## config.mk

```make
export PLATFORM = sky130hd
export DESIGN_NAME = utf8_to_utf16_decoder_top
export DESIGN_NICKNAME = d
export VERILOG_FILES = /design/src/utf8d_pkg.sv /design/src/utf8d_front.sv /design/src/utf8d_queue.sv /design/src/utf8d_back.sv /design/src/utf8_to_utf16_decoder_top.sv
export SDC_FILE = /design/constraint.sdc
export NUM_CORES = 1
export LEC_CHECK = 0
export BUFFER_PORTS_ARGS = -buffer_cell sky130_fd_sc_hd__buf_2
export CELL_PAD_IN_SITES_DETAIL_PLACEMENT = 1
export CELL_PAD_IN_SITES_GLOBAL_PLACEMENT = 1
export CORE_MARGIN = 2
export CORE_UTILIZATION = 46
export CTS_CLUSTER_SIZE = 25
export DETAILED_ROUTE_END_ITERATION = 10
export GPL_ROUTABILITY_DRIVEN = 0
export PLACE_DENSITY = 0.78
export SLEW_MARGIN = 20
export SYNTH_ARGS = -nofsm -noshare
export SYNTH_HDL_FRONTEND = slang
export SYNTH_HIERARCHICAL = 1
export SYNTH_SLANG_ARGS = --single-unit
```

## constraint.sdc

```tcl
create_clock -name aclk -period 3.56 [get_ports aclk]
set_clock_uncertainty 0.2 [all_clocks]
set_input_delay 0.178 -clock aclk [delete_from_list [all_inputs] [get_ports aclk]]
set_output_delay 0.178 -clock aclk [all_outputs]
set_load 0.005 [all_outputs]
```

## src/utf8d_pkg.sv

```systemverilog
// ----------------------------------------------------------------------------
// utf8d_pkg: shared types and constants of the UTF-8 to UTF-16 decoder
// Byte classes, decoder phases, status codes and the queue item layout.
// ----------------------------------------------------------------------------
package utf8d_pkg;

    // Queue depth between classifier and decoder (power of two, at least 2)
    localparam int QUEUE_DEPTH = 2;

    // Stream data widths, padded to whole bytes
    localparam int S_TDATA_W = 8;
    localparam int M_TDATA_W = 24;

    // Result status codes
    localparam logic [1:0] ST_CHAR    = 2'd0;
    localparam logic [1:0] ST_TERM    = 2'd1;
    localparam logic [1:0] ST_INVALID = 2'd2;
    localparam logic [1:0] ST_TRUNC   = 2'd3;

    // Limits of a three-byte value
    localparam logic [15:0] MIN_THREE  = 16'h0800;
    localparam logic [15:0] SURR_LO    = 16'hd800;
    localparam logic [15:0] SURR_HI    = 16'hdfff;
    localparam logic [15:0] NONCHAR_LO = 16'hfffe;

    // Class of one input byte
    typedef enum logic [2:0] {
        CLS_ZERO  = 3'd0,
        CLS_ASCII = 3'd1,
        CLS_CONT  = 3'd2,
        CLS_LEAD2 = 3'd3,
        CLS_LEAD3 = 3'd4,
        CLS_BAD   = 3'd5
    } byte_cls_t;

    // Decoder phase, one-hot
    typedef enum logic [3:0] {
        PH_IDLE    = 4'b0001,
        PH_TWO     = 4'b0010,
        PH_THREE_A = 4'b0100,
        PH_THREE_B = 4'b1000
    } phase_t;

    // Classified request passed from front to back
    typedef struct packed {
        byte_cls_t  cls;
        logic [6:0] bits;  // payload bits of the byte
        logic       last;  // last byte of the buffer
    } item_t;

    // Queue status seen by the decoder
    typedef struct packed {
        logic  valid;
        item_t item;
    } queue_head_t;

endpackage

```

## src/utf8d_front.sv

```systemverilog
// ----------------------------------------------------------------------------
// utf8d_front: input classifier
// Accepts raw bytes while the queue has room and tags each with its class.
// ----------------------------------------------------------------------------
module utf8d_front (
    input  logic                                  s_tvalid,
    output logic                                  s_tready,
    input  logic [utf8d_pkg::S_TDATA_W-1:0]       s_tdata,   // [7:0] data_byte
    input  logic                                  s_tlast,   // last_in_buffer
    input  logic                                  queue_full,
    output logic                                  push,
    output utf8d_pkg::item_t                      push_item
);

    utf8d_pkg::byte_cls_t cls;

    // Accept whenever the queue can take the request
    assign s_tready = !queue_full;
    assign push     = s_tvalid && !queue_full;

    // Classify the byte by range
    always_comb begin
        unique case (s_tdata[7:0]) inside
            8'h00:          cls = utf8d_pkg::CLS_ZERO;
            [8'h01:8'h7f]:  cls = utf8d_pkg::CLS_ASCII;
            [8'h80:8'hbf]:  cls = utf8d_pkg::CLS_CONT;
            [8'hc2:8'hdf]:  cls = utf8d_pkg::CLS_LEAD2;
            [8'he0:8'hef]:  cls = utf8d_pkg::CLS_LEAD3;
            default:        cls = utf8d_pkg::CLS_BAD;
        endcase
    end

    assign push_item.cls  = cls;
    assign push_item.bits = s_tdata[6:0];
    assign push_item.last = s_tlast;

endmodule

```

## src/utf8d_queue.sv

```systemverilog
// ----------------------------------------------------------------------------
// utf8d_queue: short request queue
// Register-based FIFO decoupling the classifier from the decoder.
// ----------------------------------------------------------------------------
module utf8d_queue #(
    parameter int DEPTH = utf8d_pkg::QUEUE_DEPTH
) (
    input  logic                   aclk,
    input  logic                   aresetn,
    input  logic                   push,
    input  utf8d_pkg::item_t       push_item,
    input  logic                   pop,
    output logic                   full,
    output utf8d_pkg::queue_head_t head
);

    localparam int PW = $clog2(DEPTH);
    localparam int CW = $clog2(DEPTH + 1);

    utf8d_pkg::item_t mem_reg [DEPTH];
    logic [PW-1:0]    wr_ptr_reg, wr_ptr_next;
    logic [PW-1:0]    rd_ptr_reg, rd_ptr_next;
    logic [CW-1:0]    count_reg, count_next;

    assign full       = (count_reg == CW'(DEPTH));
    assign head.valid = (count_reg != '0);
    assign head.item  = mem_reg[rd_ptr_reg];

    // Advance pointers and occupancy
    always_comb begin
        wr_ptr_next = wr_ptr_reg;
        rd_ptr_next = rd_ptr_reg;
        count_next  = count_reg;
        if (push) begin
            wr_ptr_next = wr_ptr_reg + PW'(1);
        end
        if (pop) begin
            rd_ptr_next = rd_ptr_reg + PW'(1);
        end
        if (push && !pop) begin
            count_next = count_reg + CW'(1);
        end else if (!push && pop) begin
            count_next = count_reg - CW'(1);
        end
    end

    always_ff @(posedge aclk) begin
        if (!aresetn) begin
            wr_ptr_reg <= '0;
            rd_ptr_reg <= '0;
            count_reg  <= '0;
        end else begin
            wr_ptr_reg <= wr_ptr_next;
            rd_ptr_reg <= rd_ptr_next;
            count_reg  <= count_next;
        end
    end

    // Store the incoming request
    always_ff @(posedge aclk) begin
        if (push) begin
            mem_reg[wr_ptr_reg] <= push_item;
        end
    end

endmodule

```

## src/utf8d_back.sv

```systemverilog
// ----------------------------------------------------------------------------
// utf8d_back: sequence decoder
// Runs the UTF-8 sequence state machine and holds the result register.
// ----------------------------------------------------------------------------
module utf8d_back (
    input  logic                                  aclk,
    input  logic                                  aresetn,
    input  utf8d_pkg::queue_head_t                head,
    output logic                                  pop,
    output logic                                  m_tvalid,
    input  logic                                  m_tready,
    output logic [utf8d_pkg::M_TDATA_W-1:0]       m_tdata   // [15:0] code_unit,
                                                            // [17:16] status,
                                                            // [19:18] bytes_used
);

    utf8d_pkg::phase_t phase_reg, phase_next;
    logic [9:0]        part_reg, part_next;
    logic [1:0]        seen_reg, seen_next;
    logic              out_valid_reg, out_valid_next;
    logic [15:0]       unit_reg, unit_next;
    logic [1:0]        status_reg, status_next;
    logic [1:0]        used_reg, used_next;

    logic        emit;
    logic [15:0] emit_unit;
    logic [1:0]  emit_status;
    logic [1:0]  emit_used;
    logic [1:0]  used_inc;
    logic [15:0] val3;
    logic        val3_bad;
    logic        is_cont;

    // Take a request when the result register is free or being drained
    assign pop = head.valid && (!out_valid_reg || m_tready);

    assign used_inc = seen_reg + 2'd1;
    assign is_cont  = (head.item.cls == utf8d_pkg::CLS_CONT);
    assign val3     = {part_reg, head.item.bits[5:0]};
    assign val3_bad = (val3 < utf8d_pkg::MIN_THREE)
                   || ((val3 >= utf8d_pkg::SURR_LO) && (val3 <= utf8d_pkg::SURR_HI))
                   || (val3 >= utf8d_pkg::NONCHAR_LO);

    // Sequence state update
    always_comb begin
        phase_next  = phase_reg;
        part_next   = part_reg;
        seen_next   = seen_reg;
        emit        = 1'b0;
        emit_unit   = '0;
        emit_status = utf8d_pkg::ST_CHAR;
        emit_used   = '0;
        if (pop) begin
            if (head.item.cls == utf8d_pkg::CLS_ZERO) begin
                // Zero byte ends any open sequence
                emit = 1'b1;
                if (phase_reg != utf8d_pkg::PH_IDLE) begin
                    emit_status = utf8d_pkg::ST_INVALID;
                    emit_used   = seen_reg;
                end else begin
                    emit_status = utf8d_pkg::ST_TERM;
                end
            end else begin
                unique case (phase_reg)
                    utf8d_pkg::PH_IDLE: begin
                        unique case (head.item.cls)
                            utf8d_pkg::CLS_ASCII: begin
                                emit      = 1'b1;
                                emit_unit = {9'd0, head.item.bits};
                                emit_used = 2'd1;
                            end
                            utf8d_pkg::CLS_LEAD2: begin
                                phase_next = utf8d_pkg::PH_TWO;
                                part_next  = {5'd0, head.item.bits[4:0]};
                                seen_next  = 2'd1;
                            end
                            utf8d_pkg::CLS_LEAD3: begin
                                phase_next = utf8d_pkg::PH_THREE_A;
                                part_next  = {6'd0, head.item.bits[3:0]};
                                seen_next  = 2'd1;
                            end
                            default: begin
                                emit        = 1'b1;
                                emit_status = utf8d_pkg::ST_INVALID;
                                emit_used   = 2'd1;
                            end
                        endcase
                    end
                    utf8d_pkg::PH_TWO: begin
                        emit      = 1'b1;
                        emit_used = used_inc;
                        if (is_cont) begin
                            emit_unit = {5'd0, part_reg[4:0], head.item.bits[5:0]};
                        end else begin
                            emit_status = utf8d_pkg::ST_INVALID;
                        end
                    end
                    utf8d_pkg::PH_THREE_A: begin
                        if (is_cont) begin
                            phase_next = utf8d_pkg::PH_THREE_B;
                            part_next  = {part_reg[3:0], head.item.bits[5:0]};
                            seen_next  = used_inc;
                        end else begin
                            emit        = 1'b1;
                            emit_status = utf8d_pkg::ST_INVALID;
                            emit_used   = used_inc;
                        end
                    end
                    utf8d_pkg::PH_THREE_B: begin
                        emit      = 1'b1;
                        emit_used = used_inc;
                        if (is_cont && !val3_bad) begin
                            emit_unit = val3;
                        end else begin
                            emit_status = utf8d_pkg::ST_INVALID;
                        end
                    end
                    default: begin
                        emit        = 1'b1;
                        emit_status = utf8d_pkg::ST_INVALID;
                        emit_used   = 2'd1;
                    end
                endcase
                // Flag an open sequence at the end of the buffer
                if (!emit && head.item.last) begin
                    emit        = 1'b1;
                    emit_status = utf8d_pkg::ST_TRUNC;
                    emit_used   = seen_next;
                end
            end
            // Drop back to idle after any result
            if (emit) begin
                phase_next = utf8d_pkg::PH_IDLE;
                part_next  = '0;
                seen_next  = '0;
            end
        end
    end

    // Load or drain the result register
    always_comb begin
        out_valid_next = out_valid_reg;
        unit_next      = unit_reg;
        status_next    = status_reg;
        used_next      = used_reg;
        if (!out_valid_reg || m_tready) begin
            out_valid_next = pop && emit;
            unit_next      = emit_unit;
            status_next    = emit_status;
            used_next      = emit_used;
        end
    end

    always_ff @(posedge aclk) begin
        if (!aresetn) begin
            phase_reg     <= utf8d_pkg::PH_IDLE;
            part_reg      <= '0;
            seen_reg      <= '0;
            out_valid_reg <= 1'b0;
        end else begin
            phase_reg     <= phase_next;
            part_reg      <= part_next;
            seen_reg      <= seen_next;
            out_valid_reg <= out_valid_next;
        end
    end

    always_ff @(posedge aclk) begin
        unit_reg   <= unit_next;
        status_reg <= status_next;
        used_reg   <= used_next;
    end

    assign m_tvalid = out_valid_reg;
    assign m_tdata  = {4'd0, used_reg, status_reg, unit_reg};

endmodule

```

## src/utf8_to_utf16_decoder_top.sv

```systemverilog
// ----------------------------------------------------------------------------
// utf8_to_utf16_decoder_top: UTF-8 to UTF-16 (BMP) byte-serial decoder
// Byte stream in, one result per completed sequence, error, terminator or
// truncation out.
// ----------------------------------------------------------------------------
// Usage:
//   Slave channel s_*: one UTF-8 byte per request in s_tdata[7:0]; s_tlast
//   marks the last byte available in the buffer.
//   Master channel m_*: one result per request: code_unit, status
//   (character, terminator, invalid, truncated) and bytes_used.
//   A byte is written into a short queue when it is accepted; the decoder
//   takes it from the queue when the result register is free or draining
//   and loads the result register, so a result passes through the queue
//   and the result register before it appears on m_tvalid.
//   Throughput is one byte per cycle while the result register is free or
//   draining, set by the decoder step and its result register. Bytes that
//   only open or extend a sequence produce no result.
//   While a result waits with m_tready low the result register holds; the
//   decoder stops, the queue fills and s_tready drops until the result drains.
//   Reset (aresetn low, synchronous) empties the queue and the result
//   register and returns the decoder to idle.
// ----------------------------------------------------------------------------
module utf8_to_utf16_decoder_top #(
    parameter int QUEUE_DEPTH = utf8d_pkg::QUEUE_DEPTH
) (
    input  logic                                  aclk,
    input  logic                                  aresetn,
    input  logic                                  s_tvalid,
    output logic                                  s_tready,
    input  logic [utf8d_pkg::S_TDATA_W-1:0]       s_tdata,   // [7:0] data_byte
    input  logic                                  s_tlast,   // last_in_buffer
    output logic                                  m_tvalid,
    input  logic                                  m_tready,
    output logic [utf8d_pkg::M_TDATA_W-1:0]       m_tdata    // [15:0] code_unit,
                                                             // [17:16] status,
                                                             // [19:18] bytes_used
);

    logic                   push;
    logic                   pop;
    logic                   queue_full;
    utf8d_pkg::item_t       push_item;
    utf8d_pkg::queue_head_t head;

    // Classify incoming bytes
    utf8d_front u_front (
        .s_tvalid   (s_tvalid),
        .s_tready   (s_tready),
        .s_tdata    (s_tdata),
        .s_tlast    (s_tlast),
        .queue_full (queue_full),
        .push       (push),
        .push_item  (push_item)
    );

    // Buffer classified requests
    utf8d_queue #(
        .DEPTH (QUEUE_DEPTH)
    ) u_queue (
        .aclk      (aclk),
        .aresetn   (aresetn),
        .push      (push),
        .push_item (push_item),
        .pop       (pop),
        .full      (queue_full),
        .head      (head)
    );

    // Decode sequences and drive results
    utf8d_back u_back (
        .aclk     (aclk),
        .aresetn  (aresetn),
        .head     (head),
        .pop      (pop),
        .m_tvalid (m_tvalid),
        .m_tready (m_tready),
        .m_tdata  (m_tdata)
    );

endmodule

```

==> impl_metrics.toml, run 1 <==
[run_status]
status = "complete, no violations"

[clock_tree]
cts_tree = "built"
cts.sink_count = 64
root_buffer = "clkbuf_8"
cts_hold_buf = 9
numCtsBuffers = 9
ctsResizeCount = 0
h-tree-depth = 3
clk_pin_slew_ns = 0.08
clockBufferDepth = 2
post_cts_buffers = 0
clkLatencyLatePin_ns = 0.34

[worst_hold_path]
holdCritPathClass = "in2reg"
holdPathEnd = "u_back/phase_reg[0]"
min-delay-start = "aresetn"
hold_path_depth = 2

[die]
row_count = 29
ios = 39
dieArea_sq_um = 7430
fp.dieH_microns = 86.2
core_sq_um = 6460
start_util_pct = 48.1
die_x_microns = 86.2

[synthesis]
synth_seq_cells = 64
ys_types = 57
seq_area_frac_synth_pct = 54.8
synth.area.top_cells = "edfxtp_1 (41%), dfxtp_1 (14%), and2_1 (4.0%)"
yosysTopAreaCell = "edfxtp_1"
async_flop_share_pct = 0
synth_edf_count = 42
synth_flop_cell = "edfxtp_1"
ys.warnings.count = 6
synth_area_sq_um = 3110
avgSynthCellArea_sq_um = 11.1
synth_top_area_share_pct = 40.6
synthCells = 280

[finish]
fill_cells = 715
instances_no_fill = 398
nets = 331
largest_reg_flops = 22
postLayoutCoreUtil_pct = 54.9
area_growth_pct = 14.2
layout-drive-gt1-share_pct = 23.4
num_antenna_cells = 0

[sta]
fin_tns_setup_ns = 0
slew_headroom_pct = 59.9
period_needed_ns = 2.96
hold_violations = 0
fin_crit_sh_pct = 83.2
timing.hold.ws_ns = 0.0468
grt_setup_unrepaired = "false"
setup_viol = 0
worst_pin_slew_ns = 0.599
fmax_ghz = 0.338
worst_slack_ns = 0.598
slew_violations = 0

[place]
pre_cts_slack_ns = 0.608
io_buffers = 34
dp_cells = 373
hpwl_microns = 4750

[critical_path]
reg2reg_slack_ns = 0.60
cp_max_fo = 11
critical_path_class = "reg2reg"
reg2reg_depth = 6
end_kind = "register"
cp.required_ns = 3.50
start_kind = "register"
r2r_end = "u_back/unit_reg[6]"
crit_arrival_ns = 2.90

[grt]
grt_pass1_wl_microns = 11500
grt_usage_pct = 20.2
grt_max_degree = 26
antenna_found_initial = 0
grt_pass1_vias = 2289
grt_overflow = 0

[power_and_ir_drop]
ir_drop_v = 0.000397
p_per_area_nw_per_um2 = 663
power_leakage_nw = 1.39

[detailed_routing]
drc = 0
vias = 2228
ant_nets = 0
wl_per_cell_microns = 17.3
first_pass_iters = 4
drt-total-wl_microns = 6900
drt_iter0_drc = 139
viasPerCell = 5.60

[job]
drv_cap = 0
-- layout by cell type, fill, tap and decap left out, types with 3 or more instances in the layout --
cell type	instances
and3_1	8
xor2_1	3
dfxtp_1	22
o21ai_0	7
nor3_1	4
and2_1	20
a22oi_1	5
clkbuf_8	9
nand2b_1	5
nand2_1	21
nand3_1	10
o21a_1	3
dlygate4sd3_1	9
a21oi_1	9
nand4_1	4
or3_1	4
buf_2	34
clkinvlp_4	3
nor2b_1	9
mux2_2	11
o211ai_1	4
conb_1	4
nor2_1	10
buf_4	4
edfxtp_1	42
xnor2_1	3
o21ai_1	5
inv_1	10
-- routing by layer --
metal,up-vias,track usage (%),share of wire [%]
met4,0,7.24,1.1
met5,-,0,0
met3,7,4.29,4.5
li1,1077,-,-
met1,1082,25.4,43
met2,62,34.7,52
-- cell type report --
class,count,area (sq um),share of cell area (%)
flip-flops and latches,64,1700,48.0
clock buffers,9,124,3.49
well taps,77,96.3,2.72
repair buffers,47,290,8.18
clock inverters,7,71.3,2.01
inverters,10,37.5,1.06
multi-input cells,184,1230,34.6
-- per-stage QoR --
| step | total power, mW | instance area [sq um] |
|---|---|---|
| 6_report | 2.35 | 3550 |
| 5_1_grt | 2.49 | 3550 |
| 4_1_cts | 2.37 | 3550 |
| 3_5_place_dp | 1.74 | 3260 |
| 3_3_place_gp | 1.72 | 3260 |
| 2_1_floorplan | 1.51 | 3120 |
-- worst max-delay path: stages (launching register included) --
cell and delay [ns]:
dfxtp_1 0.62, mux2_2 0.48, nor3b_2 0.51, o311a_1 0.30, o21a_1 0.24, nor2_1 0.08
o32ai_1 0.33
-- synth_stat cells, types with 2 or more instances --
cell / count
o211ai_1: 4
clkbuf_1: 7
and2_1: 20
o21ai_0: 7
edfxtp_1: 42
or3_1: 4
a21oi_1: 9
inv_1: 10
nor2b_1: 9
nand2_1: 21
mux2_2: 11
xnor2_1: 3
ha_1: 2
buf_4: 12
and3_1: 8
o311a_1: 2
dfxtp_1: 22
o21ai_1: 5
a21boi_1: 2
nor2_1: 10
nand4_1: 4
buf_2: 4
a22oi_1: 5
o21a_1: 3
nand3_1: 10
nand2b_1: 5
nand3b_1: 2
a31oi_1: 2
o31ai_1: 2
xor2_1: 3
nor3_1: 4
-- how the worst max path moves through the flow --
stage,endpoint,slack (ns),depth (start not counted)
6_report,u_back/unit_reg[6],0.60,6
3_5_place_dp,u_back/unit_reg[6],0.61,6
2_1_floorplan,u_queue/count_reg[1],0.85,8
4_1_cts,u_back/unit_reg[6],0.58,6
3_3_place_gp,u_back/unit_reg[6],0.69,6
5_1_grt,u_back/unit_reg[6],0.35,6
-- where the power goes --
part / switching (mW) / internal (mW)
sequential: 0.0743 / 0.939
combinational: 0.427 / 0.290
clock: 0.299 / 0.323
-- cell families after synthesis --
family	synth area share, %
AOI/OAI and AO/OA	11.3
xor gates and xnor gates	1.69
adders and majority gates	0.805
buffers and inverters	6.12
DFF	54.8
muxes	3.99
other	0.121
and+or+nand+nor	21.2
Note: power is estimated with default switching activity, not from simulation.
==> run 2: changes to the inputs <==
--- a/config.mk
+++ b/config.mk
@@ -9,11 +9,11 @@
 export CELL_PAD_IN_SITES_DETAIL_PLACEMENT = 1
 export CELL_PAD_IN_SITES_GLOBAL_PLACEMENT = 1
 export CORE_MARGIN = 2
-export CORE_UTILIZATION = 46
+export CORE_UTILIZATION = 41
 export CTS_CLUSTER_SIZE = 25
 export DETAILED_ROUTE_END_ITERATION = 10
 export GPL_ROUTABILITY_DRIVEN = 0
-export PLACE_DENSITY = 0.78
+export PLACE_DENSITY = 0.73
 export SLEW_MARGIN = 20
 export SYNTH_ARGS = -nofsm -noshare
 export SYNTH_HDL_FRONTEND = slang
==> constraint.sdc (replaced) <==
create_clock -name aclk -period 2.7 [get_ports aclk]
set_clock_uncertainty 0.2 [all_clocks]
set_input_delay 0.135 -clock aclk [delete_from_list [all_inputs] [get_ports aclk]]
set_output_delay 0.135 -clock aclk [all_outputs]
set_load 0.005 [all_outputs]
==> run 2 against run 1 <==
Wire length down 0.81%. Worst setup slack worse by 0.34 ns. Clock-buffer cell count up 3. Register-to-register slack worse by 0.34 ns. Via count up 0.13%. Non-clock buffer count up 7. Global-route usage down 2.4 points. Utilization down 4.9 points. Power up 36%. Clock power up 40%. First-iteration DRC count down 10%.
==> impl_metrics.toml, run 2 (synthesis gave the netlist of run 1 again) <==
[run_status]
status = "complete, no violations"

[critical_path]
worstPathCellList = "mux2_2 > nor3b_2 > buf_4 > nand2_1 > nor4_4 > a22oi_1 > nor2b_1"
critical_path_depth = 7
critical-path-slowest-cell = "nor4_4"
end_kind = "register"
critical_path_class = "reg2reg"
cp_max_fo = 11
start_kind = "register"
crit_arrival_ns = 2.53
slowest_delay_ns = 0.47
reg2reg_depth = 7
cp_num_buf_inv = 1
cp.required_ns = 2.78
critPathTopFamily = "simple AND/OR/NAND/NOR gates"

[grt]
grt_pass1_wl_microns = 11500
grt_pass1_vias = 2271
antenna_found_initial = 0
grt_usage_pct = 17.8
grt_overflow = 0
grt_max_degree = 26

[detailed_routing]
drt-total-wl_microns = 6840
drc = 0
first_pass_iters = 5
wl_per_cell_microns = 16.0
drt_iter0_drc = 125
viasPerCell = 5.22
ant_nets = 0
vias = 2231

[sta]
worst_pin_slew_ns = 0.534
fin_tns_setup_ns = 0
setup_viol = 0
timing.hold.ws_ns = 0.111
period_needed_ns = 2.44
fmax_ghz = 0.409
slew_headroom_pct = 64.4
fin_crit_sh_pct = 90.5
slew_violations = 0
grt_setup_unrepaired = "false"
hold_violations = 0

[die]
start_util_pct = 42.6
core_sq_um = 7290
dieArea_sq_um = 8290
die_x_microns = 91.1
row_count = 31
ios = 39
fp.dieH_microns = 91.1

[finish]
layout-drive-gt1-share_pct = 24.4
area_growth_pct = 17.4
final_cell_mix = "edfxtp_1 (42), buf_2 (34), nand2_1 (21), dfxtp_1 (21), and2_1 (20)"
nets = 338
final_common_cell = "edfxtp_1"
num_antenna_cells = 0
largest_reg_flops = 22

[clock_tree]
cts_tree = "built"
clkLatencyLatePin_ns = 0.35
clk_pin_slew_ns = 0.07
numCtsBuffers = 9
post_cts_buffers = 0
root_buffer = "clkbuf_8"
clockBufferDepth = 2
h-tree-depth = 3
cts.sink_count = 64

[job]
drv_cap = 0

[place]
io_buffers = 34
hpwl_microns = 4890

[worst_hold_path]
holdCritPathClass = "in2reg"
hold_path_depth = 4

[power_and_ir_drop]
p_per_area_nw_per_um2 = 878
power_leakage_nw = 1.43
ir_drop_v = 0.000425
[run 2: metrics by stage]
stage	instance area (sq um)	total power, mW	worst slack, ns	instances	util (%)
6_report	3650	3.20	0.255	427	50.0
5_1_grt	3650	3.40	0.0289	427	50.0
4_1_cts	3640	3.23	0.133	427	49.9
3_5_place_dp	3340	2.34	0.148	401	45.8
3_3_place_gp	3340	2.30	0.257	401	45.8
2_1_floorplan	3120	2.00	0.187	283	-
[run 2: timing repair]
item | CTS | global route
hold endpoints to repair | 21 | 0
gates resized for setup | 0 | 2
setup endpoints to repair | 0 | 10
hold buffers | 10 | 0
[run 2: path summary, 6_finish.rpt]
kind,startpoint,endpoint,slack [ns]
max,register,u_back/part_reg[8],0.26
min,s_tvalid,u_queue/wr_ptr_reg,0.11
max reg2reg,register,u_back/part_reg[8],0.26
min reg2reg,u_queue/count_reg[1],u_queue/count_reg[1],0.30
[run 2: report_power, final]
part,leakage (nW),internal [mW],total (mW),switching (mW)
registers,0.620,1.24,1.33,0.0869
clock network,0.102,0.516,0.873,0.356
logic,0.710,0.416,1.00,0.585
[run 2: metal layers]
layer  track usage [%]  vias to the layer above  share of wire (%)
li1                  -                     1084                  -
met1              22.8                     1094                 46
met2              27.8                       43                 48
met3              6.06                       10                4.4
met4              6.94                        0                1.9
met5                 0                        -                  0
[run 2: layout make-up]
type / count / area, sq um
clock buffers: 12 / 135
clock inverters: 4 / 68.8
fillers: 818 / 3650
inverters: 10 / 37.5
multi-input cells: 184 / 1230
flip-flops and latches: 64 / 1700
well taps: 99 / 124
repair buffers: 54 / 345
[run 2: worst reg2reg max path, stage by stage, from the launching register on]
cell     delay, ns
dfxtp_2       0.39
mux2_2        0.44
nor3b_2       0.29
buf_4         0.19
nand2_1       0.14
nor4_4        0.47
a22oi_1       0.13
nor2b_1       0.13
==> run 3: changes to the inputs <==
--- a/config.mk
+++ b/config.mk
@@ -9,11 +9,11 @@
 export CELL_PAD_IN_SITES_DETAIL_PLACEMENT = 1
 export CELL_PAD_IN_SITES_GLOBAL_PLACEMENT = 1
 export CORE_MARGIN = 2
-export CORE_UTILIZATION = 41
+export CORE_UTILIZATION = 35
 export CTS_CLUSTER_SIZE = 25
 export DETAILED_ROUTE_END_ITERATION = 10
 export GPL_ROUTABILITY_DRIVEN = 0
-export PLACE_DENSITY = 0.73
+export PLACE_DENSITY = 0.64
 export SLEW_MARGIN = 20
 export SYNTH_ARGS = -nofsm -noshare
 export SYNTH_HDL_FRONTEND = slang
==> run 3 against run 2 <==
Maximum frequency about the same. Worst hold slack got worse by 0.10 ns. Critical path depth increased by 2. Highest routed layer unchanged. Largest cell class unchanged.
==> impl_metrics.toml, run 3 (synthesis gave the netlist of run 1 again) <==
[finish]
num_antenna_cells = 0
fill_cells = 1011
postLayoutCoreUtil_pct = 41.5
layout-drive-gt1-share_pct = 24.6
largest_reg_flops = 22
multi_input_area_sq_um = 1230
nets = 335
regArea_sq_um = 1700
instances_no_fill = 433
design_area_sq_um = 3600
area_growth_pct = 15.9
final_common_cell = "edfxtp_1"
final_cell_mix = "edfxtp_1 (42), buf_2 (34), dfxtp_1 (22), nand2_1 (21), and2_1 (20)"

[place]
place_area_sq_um = 3330
hpwl_microns = 5090
io_buffers = 34
dp_cells = 408

[power_and_ir_drop]
internal_power_mw = 1.97
combPwrFrac_pct = 32.4
p_clk_share_pct = 24.0
power_mw = 3.04
seq_power_share_pct = 43.6
p_sw_share_pct = 35.1
p_sw_mw = 1.07
p_per_area_nw_per_um2 = 845
ir_drop_v = 0.000393
power_leakage_nw = 1.41

[critical_path]
critical_path_class = "reg2reg"
reg2reg_depth = 9
end_kind = "register"
critPathTopFamily = "multiplexers"
critical_path_depth = 9
slowest_delay_ns = 0.45
cp.required_ns = 2.59
endpoint = "u_back/used_reg[0]"
cp_num_buf_inv = 2
r2r_end = "u_back/used_reg[0]"
cp_max_fo = 11
crit_arrival_ns = 2.34
critical-path-slowest-cell = "mux2_2"
start_kind = "register"
reg2reg_slack_ns = 0.25
worstPathCellList = "mux2_2 > nor3b_2 > buf_4 > inv_1 > ha_1 > nand2_1 > o211ai_1 > nand2b_1 > a31oi_1"

[sta]
period_needed_ns = 2.45
setup_viol = 0
fmax_ghz = 0.409
worst_pin_slew_ns = 0.582
grt_setup_unrepaired = "false"
fin_tns_setup_ns = 0
slew_violations = 0
fin_crit_sh_pct = 90.6
slew_headroom_pct = 61.0
hold_violations = 0

[grt]
grt_overflow = 0
antenna_found_initial = 0
grt_max_degree = 26
grt_usage_pct = 15.9
grt_pass1_vias = 2287
grt_pass1_wl_microns = 11800

[clock_tree]
post_cts_buffers = 0
h-tree-depth = 3
clkLatencyLatePin_ns = 0.35
root_buffer = "clkbuf_8"
numCtsBuffers = 9
cts.sink_count = 64
clockBufferDepth = 2
cts_tree = "built"
clk_pin_slew_ns = 0.07

[die]
die_x_microns = 98.2
dieArea_sq_um = 9650
ios = 39
start_util_pct = 35.8
row_count = 34
core_sq_um = 8680
fp.dieH_microns = 98.2

[detailed_routing]
drt-total-wl_microns = 7140
drt_iter0_drc = 118
drc = 0
ant_nets = 0
viasPerCell = 5.17
first_pass_iters = 4
vias = 2240
wl_per_cell_microns = 16.5

[run_status]
status = "complete, no violations"

[worst_hold_path]
hold_path_depth = 2
holdCritPathClass = "in2reg"

[job]
drv_cap = 0
==> run 3: repair_timing <==
item	CTS	global route
gates resized for setup	0	1
hold buffers	9	0
endpoints found under the setup margin	0	6
endpoints found under the hold margin	20	0
==> run 3: through the flow <==
step | hold slack (ns) | setup slack (ns)
2_1_floorplan | 0.0525 | 0.187
3_3_place_gp | 0.135 | 0.279
3_5_place_dp | 0.135 | 0.182
4_1_cts | 0.00556 | 0.137
5_1_grt | 0.0193 | 0.0934
6_report | 0.00906 | 0.253
==> run 3: power groups by stage <==
stage          Combinational (mW)  Sequential (mW)  Clock (mW)
2_1_floorplan               0.677             1.32           0
3_3_place_gp                0.951             1.34           0
3_5_place_dp                0.976             1.35           0
4_1_cts                     0.995             1.33       0.758
5_1_grt                      1.10             1.35       0.799
6_report                    0.984             1.33       0.731
==> run 3: metal layers <==
layer  vias up  GRT usage, %  share of wire, %
met4         0          6.53               1.6
li1       1085             -                 -
met3        10          3.65               3.9
met2        42          26.8                51
met1      1103          19.6                44
met5         -             0                 0
==> run 3: worst min path at each step <==
stage,startpoint,end,slack (ns)
after detailed placement,s_tlast,u_queue/mem_reg[1][0],0.13
after global placement,s_tlast,u_queue/mem_reg[1][0],0.13
after floorplan,aresetn,u_queue/wr_ptr_reg,0.05
after CTS,aresetn,u_back/phase_reg[0],0.006
final,aresetn,u_back/phase_reg[0],0.009
after global routing,aresetn,u_back/phase_reg[0],0.02
==> run 3: final cells by class <==
cell class,count,area share [%]
clock inverter,6,1.25
multi-input combinational,184,34.2
clock buffer,10,3.55
timing repair buffer,51,8.90
tap,108,3.75
sequential,64,47.3
inverter,10,1.04
